### config.mk
export PLATFORM = sky130hd
export DESIGN_NAME = xy_sample_moving_average
export DESIGN_NICKNAME = d
export VERILOG_FILES = /design/src/rtl/xsma_pkg.sv /design/src/rtl/xsma_ram.sv /design/src/rtl/xsma_div.sv /design/src/rtl/xy_sample_moving_average.sv
export SDC_FILE = /design/constraint.sdc
export NUM_CORES = 2
export LEC_CHECK = 0
export ABC_AREA = 0
export BUFFER_PORTS_ARGS = -buffer_cell sky130_fd_sc_hd__buf_2
export CORE_MARGIN = 2
export CORE_UTILIZATION = 30
export DETAILED_ROUTE_END_ITERATION = 10
export GPL_TIMING_DRIVEN = 0
export SLEW_MARGIN = 20
export SYNTH_ARGS = -nofsm -noshare
export SYNTH_HDL_FRONTEND = slang
export SYNTH_HIERARCHICAL = 1
export SYNTH_SLANG_ARGS = --single-unit
### constraint.sdc
create_clock -name clk -period 6 [get_ports clk]
set_input_delay 1.2 -clock clk [delete_from_list [all_inputs] [get_ports clk]]
set_output_delay 1.2 -clock clk [all_outputs]
set_load 0.02 [all_outputs]
### src/rtl/xsma_pkg.sv
// ----------------------------------------------------------------------------
// xsma_pkg
// Shared sizes for the x/y sample moving average.
// ----------------------------------------------------------------------------
package xsma_pkg;

	// deepest ring the block supports (window_size is clamped to this)
	localparam int unsigned MAX_WINDOW = 64;

	localparam int unsigned SAMPLE_W = 16;
	localparam int unsigned CNT_W    = 7;
	localparam int unsigned SLOT_W   = (MAX_WINDOW > 1) ? $clog2(MAX_WINDOW) : 1;
	// running sum: one sample width plus the growth of a full window
	localparam int unsigned SUM_W    = SAMPLE_W + SLOT_W;
	localparam int unsigned ENTRY_W  = 2 * SAMPLE_W;

endpackage

### src/rtl/xsma_ram.sv
// ----------------------------------------------------------------------------
// xsma_ram
// Generic single-write, single-read RAM with registered read data.
// ----------------------------------------------------------------------------
module xsma_ram #(
	parameter int unsigned WIDTH = 32,
	parameter int unsigned DEPTH = 64,
	parameter int unsigned ADDR_W = (DEPTH > 1) ? $clog2(DEPTH) : 1
) (
	input  logic              clk,
	input  logic              we,
	input  logic [ADDR_W-1:0] waddr,
	input  logic [WIDTH-1:0]  wdata,
	input  logic              re,
	input  logic [ADDR_W-1:0] raddr,
	output logic [WIDTH-1:0]  rdata
);

	logic [WIDTH-1:0] mem_q [DEPTH];
	logic [WIDTH-1:0] rdata_q;

	always_ff @(posedge clk) begin
		if (we) begin
			mem_q[waddr] <= wdata;
		end
		if (re) begin
			rdata_q <= mem_q[raddr];
		end
	end

	assign rdata = rdata_q;

endmodule

### src/rtl/xsma_div.sv
// ----------------------------------------------------------------------------
// xsma_div
// Two-lane iterative signed divider: running sums by the fill count,
// one quotient bit per cycle, truncation toward zero.
// ----------------------------------------------------------------------------
module xsma_div (
	input  logic                                clk,
	input  logic                                arst_n,
	input  logic                                start,
	input  logic signed [xsma_pkg::SUM_W-1:0]   dividend_x,
	input  logic signed [xsma_pkg::SUM_W-1:0]   dividend_y,
	input  logic        [xsma_pkg::CNT_W-1:0]   divisor,
	output logic                                done,
	output logic signed [xsma_pkg::SAMPLE_W-1:0] quot_x,
	output logic signed [xsma_pkg::SAMPLE_W-1:0] quot_y
);

	import xsma_pkg::*;

	localparam int unsigned ITER_W = $clog2(SUM_W + 1);
	localparam int unsigned LAST   = SUM_W - 1;

	logic              busy_q;
	logic              done_q;
	logic [ITER_W-1:0] iter_q;
	logic [CNT_W-1:0]  dvs_q;
	logic [SUM_W-1:0]  quo_q [2];
	logic [CNT_W-1:0]  rem_q [2];
	logic              neg_q [2];

	logic [SUM_W-1:0]  dvd_in [2];
	logic [SUM_W-1:0]  mag_in [2];
	logic [CNT_W:0]    trial  [2];
	logic              ge     [2];
	logic [CNT_W-1:0]  rem_nx [2];
	logic [SUM_W-1:0]  quo_nx [2];
	logic [SAMPLE_W-1:0] res  [2];

	assign dvd_in[0] = dividend_x;
	assign dvd_in[1] = dividend_y;

	always_comb begin
		for (int l = 0; l < 2; l++) begin
			mag_in[l] = dvd_in[l][SUM_W-1] ? (~dvd_in[l] + 1'b1) : dvd_in[l];
			// shift next dividend bit into the partial remainder
			trial[l]  = {rem_q[l], quo_q[l][SUM_W-1]};
			ge[l]     = (trial[l] >= {1'b0, dvs_q});
			rem_nx[l] = ge[l] ? CNT_W'(trial[l] - {1'b0, dvs_q}) : CNT_W'(trial[l]);
			quo_nx[l] = {quo_q[l][SUM_W-2:0], ge[l]};
			res[l]    = neg_q[l] ? (~quo_q[l][SAMPLE_W-1:0] + 1'b1)
			                     : quo_q[l][SAMPLE_W-1:0];
		end
	end

	always_ff @(posedge clk or negedge arst_n) begin
		if (!arst_n) begin
			busy_q <= 1'b0;
			done_q <= 1'b0;
			iter_q <= '0;
		end else begin
			done_q <= 1'b0;
			if (start) begin
				busy_q <= 1'b1;
				iter_q <= '0;
			end else if (busy_q) begin
				iter_q <= iter_q + 1'b1;
				if (iter_q == ITER_W'(LAST)) begin
					busy_q <= 1'b0;
					done_q <= 1'b1;
				end
			end
		end
	end

	always_ff @(posedge clk) begin
		if (start) begin
			dvs_q <= divisor;
			for (int l = 0; l < 2; l++) begin
				quo_q[l] <= mag_in[l];
				rem_q[l] <= '0;
				neg_q[l] <= dvd_in[l][SUM_W-1];
			end
		end else if (busy_q) begin
			for (int l = 0; l < 2; l++) begin
				quo_q[l] <= quo_nx[l];
				rem_q[l] <= rem_nx[l];
			end
		end
	end

	assign done   = done_q;
	assign quot_x = res[0];
	assign quot_y = res[1];

endmodule

### src/rtl/xy_sample_moving_average.sv
// ----------------------------------------------------------------------------
// xy_sample_moving_average
// Two-channel moving average over the last window_size x/y sample pairs.
// ----------------------------------------------------------------------------
// Sequence: an add request passes through one read-modify-write, divider load,
//   22 divider steps, divider done and the output register; the last can wait
//   on out_stall. A clear request goes straight to the output register.
// Throughput: one request at a time; an add is paced by the bit-serial divider
//   (one quotient bit per cycle over the 22-bit sum).
// Reset: arst_n clears the history (empty window) and sets the window size to 64.
//   The sample store has no reset; only entries written since the last clear
//   are ever read back.
// ----------------------------------------------------------------------------
module xy_sample_moving_average (
	input  logic                                 clk,
	input  logic                                 arst_n,
	// request channel
	input  logic                                 in_valid,
	output logic                                 in_stall,
	input  logic                                 req_type,
	input  logic signed [xsma_pkg::SAMPLE_W-1:0] sample_x,
	input  logic signed [xsma_pkg::SAMPLE_W-1:0] sample_y,
	// result channel
	output logic                                 out_valid,
	input  logic                                 out_stall,
	output logic signed [xsma_pkg::SAMPLE_W-1:0] avg_x,
	output logic signed [xsma_pkg::SAMPLE_W-1:0] avg_y,
	output logic        [xsma_pkg::CNT_W-1:0]    sample_count,
	// window size register
	input  logic                                 cfg_valid,
	output logic                                 cfg_ready,
	input  logic        [xsma_pkg::CNT_W-1:0]    window_size
);

	import xsma_pkg::*;

	localparam logic REQ_ADD   = 1'b0;
	localparam logic REQ_CLEAR = 1'b1;

	localparam logic [CNT_W-1:0] WIN_MAX   = CNT_W'(MAX_WINDOW);
	localparam logic [CNT_W-1:0] WIN_RESET = (MAX_WINDOW < 64) ? WIN_MAX : CNT_W'(64);

	typedef enum logic [2:0] {
		S_IDLE,      // waiting for a request
		S_RMW,       // old entry is on the RAM output; update sums, write back
		S_DIV_START, // load the divider with the new sums
		S_DIV_WAIT,  // divider iterating
		S_FIN        // hand the result to the output register
	} state_t;

	state_t                    state_q;
	logic [CNT_W-1:0]          window_q;
	logic [SLOT_W-1:0]         wr_slot_q;
	logic [CNT_W-1:0]          filled_q;
	logic signed [SUM_W-1:0]   sum_x_q;
	logic signed [SUM_W-1:0]   sum_y_q;

	// captured request
	logic [SLOT_W-1:0]         slot_q;
	logic                      full_q;
	logic [SAMPLE_W-1:0]       x_q;
	logic [SAMPLE_W-1:0]       y_q;
	logic                      res_zero_q;

	// output register
	logic                      out_valid_q;
	logic [SAMPLE_W-1:0]       avg_x_q;
	logic [SAMPLE_W-1:0]       avg_y_q;
	logic [CNT_W-1:0]          count_q;

	logic                      in_acc;
	logic                      cfg_acc;
	logic                      out_free;
	logic [SLOT_W-1:0]         slot_cur;
	logic [CNT_W-1:0]          slot_inc;
	logic [CNT_W-1:0]          cfg_clamped;

	logic                      ram_we;
	logic [ENTRY_W-1:0]        ram_rdata;
	logic signed [SUM_W-1:0]   old_x;
	logic signed [SUM_W-1:0]   old_y;
	logic signed [SUM_W-1:0]   sum_x_nx;
	logic signed [SUM_W-1:0]   sum_y_nx;

	logic                      div_start;
	logic                      div_done;
	logic signed [SAMPLE_W-1:0] div_qx;
	logic signed [SAMPLE_W-1:0] div_qy;

	// One request in flight; config is only taken while nothing is in work.
	assign in_stall  = (state_q != S_IDLE);
	assign cfg_ready = (state_q == S_IDLE) && !in_valid;
	assign in_acc    = in_valid && !in_stall;
	assign cfg_acc   = cfg_valid && cfg_ready;
	assign out_free  = !out_valid_q || !out_stall;

	// Write slot is kept below the window; guard anyway against a shrunk window.
	assign slot_cur = (CNT_W'(wr_slot_q) >= window_q) ? '0 : wr_slot_q;
	assign slot_inc = CNT_W'(slot_q) + 1'b1;

	always_comb begin
		if (window_size == '0) begin
			cfg_clamped = CNT_W'(1);
		end else if (window_size > WIN_MAX) begin
			cfg_clamped = WIN_MAX;
		end else begin
			cfg_clamped = window_size;
		end
	end

	// Store entry: x in the low half, y in the high half.
	assign old_x = SUM_W'($signed(ram_rdata[SAMPLE_W-1:0]));
	assign old_y = SUM_W'($signed(ram_rdata[ENTRY_W-1:SAMPLE_W]));

	// Full ring: the pair being overwritten leaves the sums.
	always_comb begin
		sum_x_nx = sum_x_q + SUM_W'($signed(x_q));
		sum_y_nx = sum_y_q + SUM_W'($signed(y_q));
		if (full_q) begin
			sum_x_nx = sum_x_nx - old_x;
			sum_y_nx = sum_y_nx - old_y;
		end
	end

	assign ram_we    = (state_q == S_RMW);
	assign div_start = (state_q == S_DIV_START);

	xsma_ram #(
		.WIDTH (ENTRY_W),
		.DEPTH (MAX_WINDOW),
		.ADDR_W(SLOT_W)
	) u_store (
		.clk  (clk),
		.we   (ram_we),
		.waddr(slot_q),
		.wdata({y_q, x_q}),
		.re   (in_acc),
		.raddr(slot_cur),
		.rdata(ram_rdata)
	);

	xsma_div u_div (
		.clk       (clk),
		.arst_n    (arst_n),
		.start     (div_start),
		.dividend_x(sum_x_q),
		.dividend_y(sum_y_q),
		.divisor   (filled_q),
		.done      (div_done),
		.quot_x    (div_qx),
		.quot_y    (div_qy)
	);

	always_ff @(posedge clk or negedge arst_n) begin
		if (!arst_n) begin
			state_q     <= S_IDLE;
			window_q    <= WIN_RESET;
			wr_slot_q   <= '0;
			filled_q    <= '0;
			sum_x_q     <= '0;
			sum_y_q     <= '0;
			out_valid_q <= 1'b0;
			res_zero_q  <= 1'b0;
			avg_x_q     <= '0;
			avg_y_q     <= '0;
			count_q     <= '0;
		end else begin
			// result taken downstream; in S_FIN a new one may replace it
			if (out_valid_q && !out_stall && (state_q != S_FIN)) begin
				out_valid_q <= 1'b0;
			end

			if (cfg_acc) begin
				// new window size also empties the history
				window_q  <= cfg_clamped;
				wr_slot_q <= '0;
				filled_q  <= '0;
				sum_x_q   <= '0;
				sum_y_q   <= '0;
			end

			unique case (state_q)
				S_IDLE: begin
					if (in_acc) begin
						if (req_type == REQ_CLEAR) begin
							wr_slot_q  <= '0;
							filled_q   <= '0;
							sum_x_q    <= '0;
							sum_y_q    <= '0;
							res_zero_q <= 1'b1;
							state_q    <= S_FIN;
						end else begin
							// REQ_ADD: old entry read is issued this cycle
							res_zero_q <= 1'b0;
							state_q    <= S_RMW;
						end
					end
				end
				S_RMW: begin
					sum_x_q   <= sum_x_nx;
					sum_y_q   <= sum_y_nx;
					wr_slot_q <= (slot_inc >= window_q) ? '0 : SLOT_W'(slot_inc);
					if (!full_q) begin
						filled_q <= filled_q + 1'b1;
					end
					state_q <= S_DIV_START;
				end
				S_DIV_START: begin
					state_q <= S_DIV_WAIT;
				end
				S_DIV_WAIT: begin
					if (div_done) begin
						state_q <= S_FIN;
					end
				end
				S_FIN: begin
					if (out_free) begin
						out_valid_q <= 1'b1;
						avg_x_q     <= res_zero_q ? '0 : div_qx;
						avg_y_q     <= res_zero_q ? '0 : div_qy;
						count_q     <= res_zero_q ? '0 : filled_q;
						state_q     <= S_IDLE;
					end
				end
				default: begin
					state_q <= S_IDLE;
				end
			endcase
		end
	end

	// Request capture (no reset needed).
	always_ff @(posedge clk) begin
		if (in_acc && (req_type == REQ_ADD)) begin
			slot_q <= slot_cur;
			full_q <= (filled_q >= window_q);
			x_q    <= sample_x;
			y_q    <= sample_y;
		end
	end

	assign out_valid    = out_valid_q;
	assign avg_x        = avg_x_q;
	assign avg_y        = avg_y_q;
	assign sample_count = count_q;

endmodule

==> results.md <==
- Critical path fanouts, max: 10
- Clk Latency, worst-skew pair: 0.89 ns
- DIE WIDTH: 565 um
- Post-synthesis sequential area ratio: 72.6%
- Crit path launch type: flip-flop
- Worst slew margin: 18.8%
- Crit path cell chain: ha_1 > nand2b_1 > a21o_1 > a21oi_1 > nor2b_1 > o21ai_0 > nand2b_1 > a21oi_1 > nor2_1 > nor2b_1 > clkbuf_4 > buf_2 > buf_2 > buf_2 > mux4_2 > o22ai_1 > nor2_1 > a21oi_1 > nor2_1
- Max clock buf depth: 3
- Outcome: finished, final reports clean
- Peak VDD IR: 0.342 mV
- Vias in the first global route: 52,100
- Full die area: 319,000 sq um
- I/O Buffers: 86
- Layout cells sized above 1: 25.3%
- Synth Net Count: 5,176
- F_max: 168 MHz
- Crit path DAT: 6.52 ns
- Slowest cell delay on critical path: 0.68 ns
- Leakage: 36.1 nW
- Clk sinks: 2,301
- First-pass GRT wire length: 405 mm
- Final WS setup: 0.0646 ns
- Worst path bufs/invs: 4
- Worst-path clk slew: 0.06 ns
- Global route overflow: 0
- Detailed-route vias per instance: 5.38
- Final min period: 5.94 ns
- RSZ-0062 raised after global routing: true
- Routed wire length: 294 mm
- Netlist cell types: 83
- Rows: 206
- CP max stage cell: a21oi_1
- Critical Path RT: 6.58 ns
- Most used DFF post-synth: edfxtp_1
- Final setup fails: 0
- Mapped Cells: 4,999
- Post-synth EDFFs: 2,186
- Worst Path Class, Setup: flip-flop to flip-flop
- Setup_tns: 0 ns
- Starting density of the core: 30.1%
- Crit share post-route: 98.9%
- Drt first-iter violations: 7,681
- Root Driver: clkbuf_16
- CTS tree: yes
- Hold Crit Class: primary input to async pin
- Total GRT Usage: 18.1%
- Post-synthesis to final-layout area growth: 19.5%
- Async set-reset flop share out of synthesis: 5.00%
- Top delay family on crit path: buffers and inverters
- Seq cells post-synth: 2,301
- Core ar.: 314,000 sq um
- Final Hold Vio Count: 0
- Vias: 53,300
- Chip height: 565 um
- Warnings from Yosys: 6
- Max cap viols: 0
- Pre-CTS setup slack: -0.918 ns
- Power Dens Cells: 458 nW/um^2
- DRC violation count after routing: 0
- Final Wtd Congestion: 0.873
- Post-route ant nets: 0
- TritonCTS Buffers: 226
- Count of pins over their slew limit: 0
- Hpwl dp: 202 mm
- Max H-tree Level: 4
- Pre-Repair DR Iteration Count: 9
- Mapped cell area: 94,400 sq um
- Worst-Margin Slew: 1.22 ns
- Largest net degree at the start of global routing: 78
- Final nets: 5,732
- Wirelength per Cell: 29.6 um
- Initial antenna violation count: 7
- Syn_area_per_cell: 18.9 sq um
- # IOs: 87
- Nature of the critical path endpoint: flip-flop
- Clk_skew: 0.0366 ns
## timing repair
item,in CTS,in global routing
resized for setup,17,33
endpoints found under the setup margin,19,28
hold buffers,0,0
buffers inserted,2,2
## per-layer routing
metal	wire, um	GRT usage, %	up-vias
met3	33600	4.87	531
li1	-	-	21500
met4	13700	7.83	0
met5	0	0	-
met1	115000	24.1	28100
met2	132000	27.7	3120
## synthesized netlist by cell type (42+ instances only)
| cell | number | area (sq um) |
|---|---|---|
| inv_1 | 88 | 330 |
| nand2b_1 | 78 | 488 |
| nor2_1 | 221 | 830 |
| dfrtp_1 | 114 | 2850 |
| xnor2_1 | 85 | 744 |
| nand2_1 | 213 | 800 |
| edfxtp_1 | 2186 | 65600 |
| ha_1 | 126 | 1580 |
| o21ai_0 | 163 | 816 |
| a21oi_1 | 156 | 781 |
| clkbuf_1 | 127 | 477 |
| o22ai_1 | 86 | 538 |
| buf_2 | 59 | 295 |
| xor2_1 | 60 | 526 |
| nand3_1 | 42 | 210 |
| mux4_2 | 544 | 12300 |
| mux2i_1 | 119 | 1190 |
## cell type report
type / count / area (sq um)
inverters: 88 / 330
multi-input cells: 2367 / 25100
flip-flops and latches: 2301 / 68500
diodes: 1 / 2.50
fillers: 28800 / 201000
plain buffers: 243 / 1200
repair buffers: 328 / 5240
clock inverters: 141 / 1260
clock buffers: 274 / 5970
well taps: 4160 / 5200
## sequential cells by signal, summed over array words and instances (netlist names), 7 cells and up
| signal | count |
|---|---|
| sum_y_q | 22 |
| u_store/rdata | 32 |
| y_q | 16 |
| u_div/quo_q | 44 |
| sample_count | 7 |
| x_q | 16 |
| u_div/dvs_q | 7 |
| u_store/mem_q | 2048 |
| avg_x | 16 |
| filled_q | 7 |
| window_q | 7 |
| avg_y | 16 |
| sum_x_q | 22 |
| u_div/rem_q | 14 |
## cell families (layout without fill, tap and decap cells)
family	Yosys count	count (layout)	synth area share [%]
xor+xnor	147	147	1.39
buf+inv	331	1074	1.55
fa+ha+maj	132	132	1.80
flops	2301	2301	72.6
simple gates	735	735	3.73
mux	667	667	14.3
compound gates	686	686	4.70
other cells	0	1	0
## placed cells by master, fill, tap and decap left out, types with 56 or more instances in the layout
| cell | n |
|---|---|
| mux2i_1 | 119 |
| nor2_4 | 63 |
| buf_12 | 56 |
| o21ai_0 | 163 |
| buf_16 | 80 |
| inv_1 | 87 |
| nand2_1 | 213 |
| edfxtp_1 | 2186 |
| dfrtp_1 | 114 |
| nor2_1 | 158 |
| xor2_1 | 60 |
| nand2b_1 | 78 |
| ha_1 | 126 |
| o22ai_1 | 86 |
| clkbuf_1 | 144 |
| mux4_2 | 544 |
| clkbuf_16 | 232 |
| buf_2 | 141 |
| buf_8 | 86 |
| xnor2_1 | 85 |
| a21oi_1 | 140 |
## worst register-to-register path: stages (launching register included)
cell      delay [ns]
dfrtp_1         0.46
ha_1            0.32
nand2b_1        0.14
a21o_1          0.18
a21oi_1         0.15
nor2b_1         0.06
o21ai_0         0.15
nand2b_1        0.07
a21oi_1         0.14
nor2_1          0.14
nor2b_1         0.22
clkbuf_4        0.40
buf_2           0.40
buf_2           0.44
buf_2           0.56
mux4_2          0.47
o22ai_1         0.39
nor2_1          0.09
a21oi_1         0.68
nor2_1          0.17
## where the power goes
group | total [mW] | switching, mW | internal, mW
sequential | 18.7 | 0.581 | 18.1
clock | 14.0 | 6.17 | 7.85
combinational | 18.9 | 11.6 | 7.29
total | 51.6 | 18.4 | 33.3
## stage by stage
stage          cells  instance area, sq um  util [%]  total power, mW  hold slack (ns)
5_1_grt         9902                113000      35.9             53.4            0.405
3_5_place_dp    9483                105000      33.5             37.4            0.466
2_1_floorplan   4999                 94400         -             30.7            0.450
4_1_cts         9900                113000      35.9             51.3            0.333
3_3_place_gp    9245                100000      31.9             37.1            0.458
6_report        9903                113000      35.9             51.6            0.361
## final timing paths
kind | start | end | slack, ns | cells after the start
worst max-delay path | window_q[0] | u_store/rdata[29] | 0.06 | 19
worst min-delay path | arst_n | avg_y[3] | 0.36 | 1
worst max register to register | window_q[0] | u_store/rdata[29] | 0.06 | 19
worst min register to register | avg_x[6] | avg_x[6] | 0.47 | 2
max in group asynchronous | arst_n | sum_x_q[20] | 4.93 | 2
min in group clk | avg_x[6] | avg_x[6] | 0.47 | 2
Note: power is estimated with default switching activity, not from simulation.
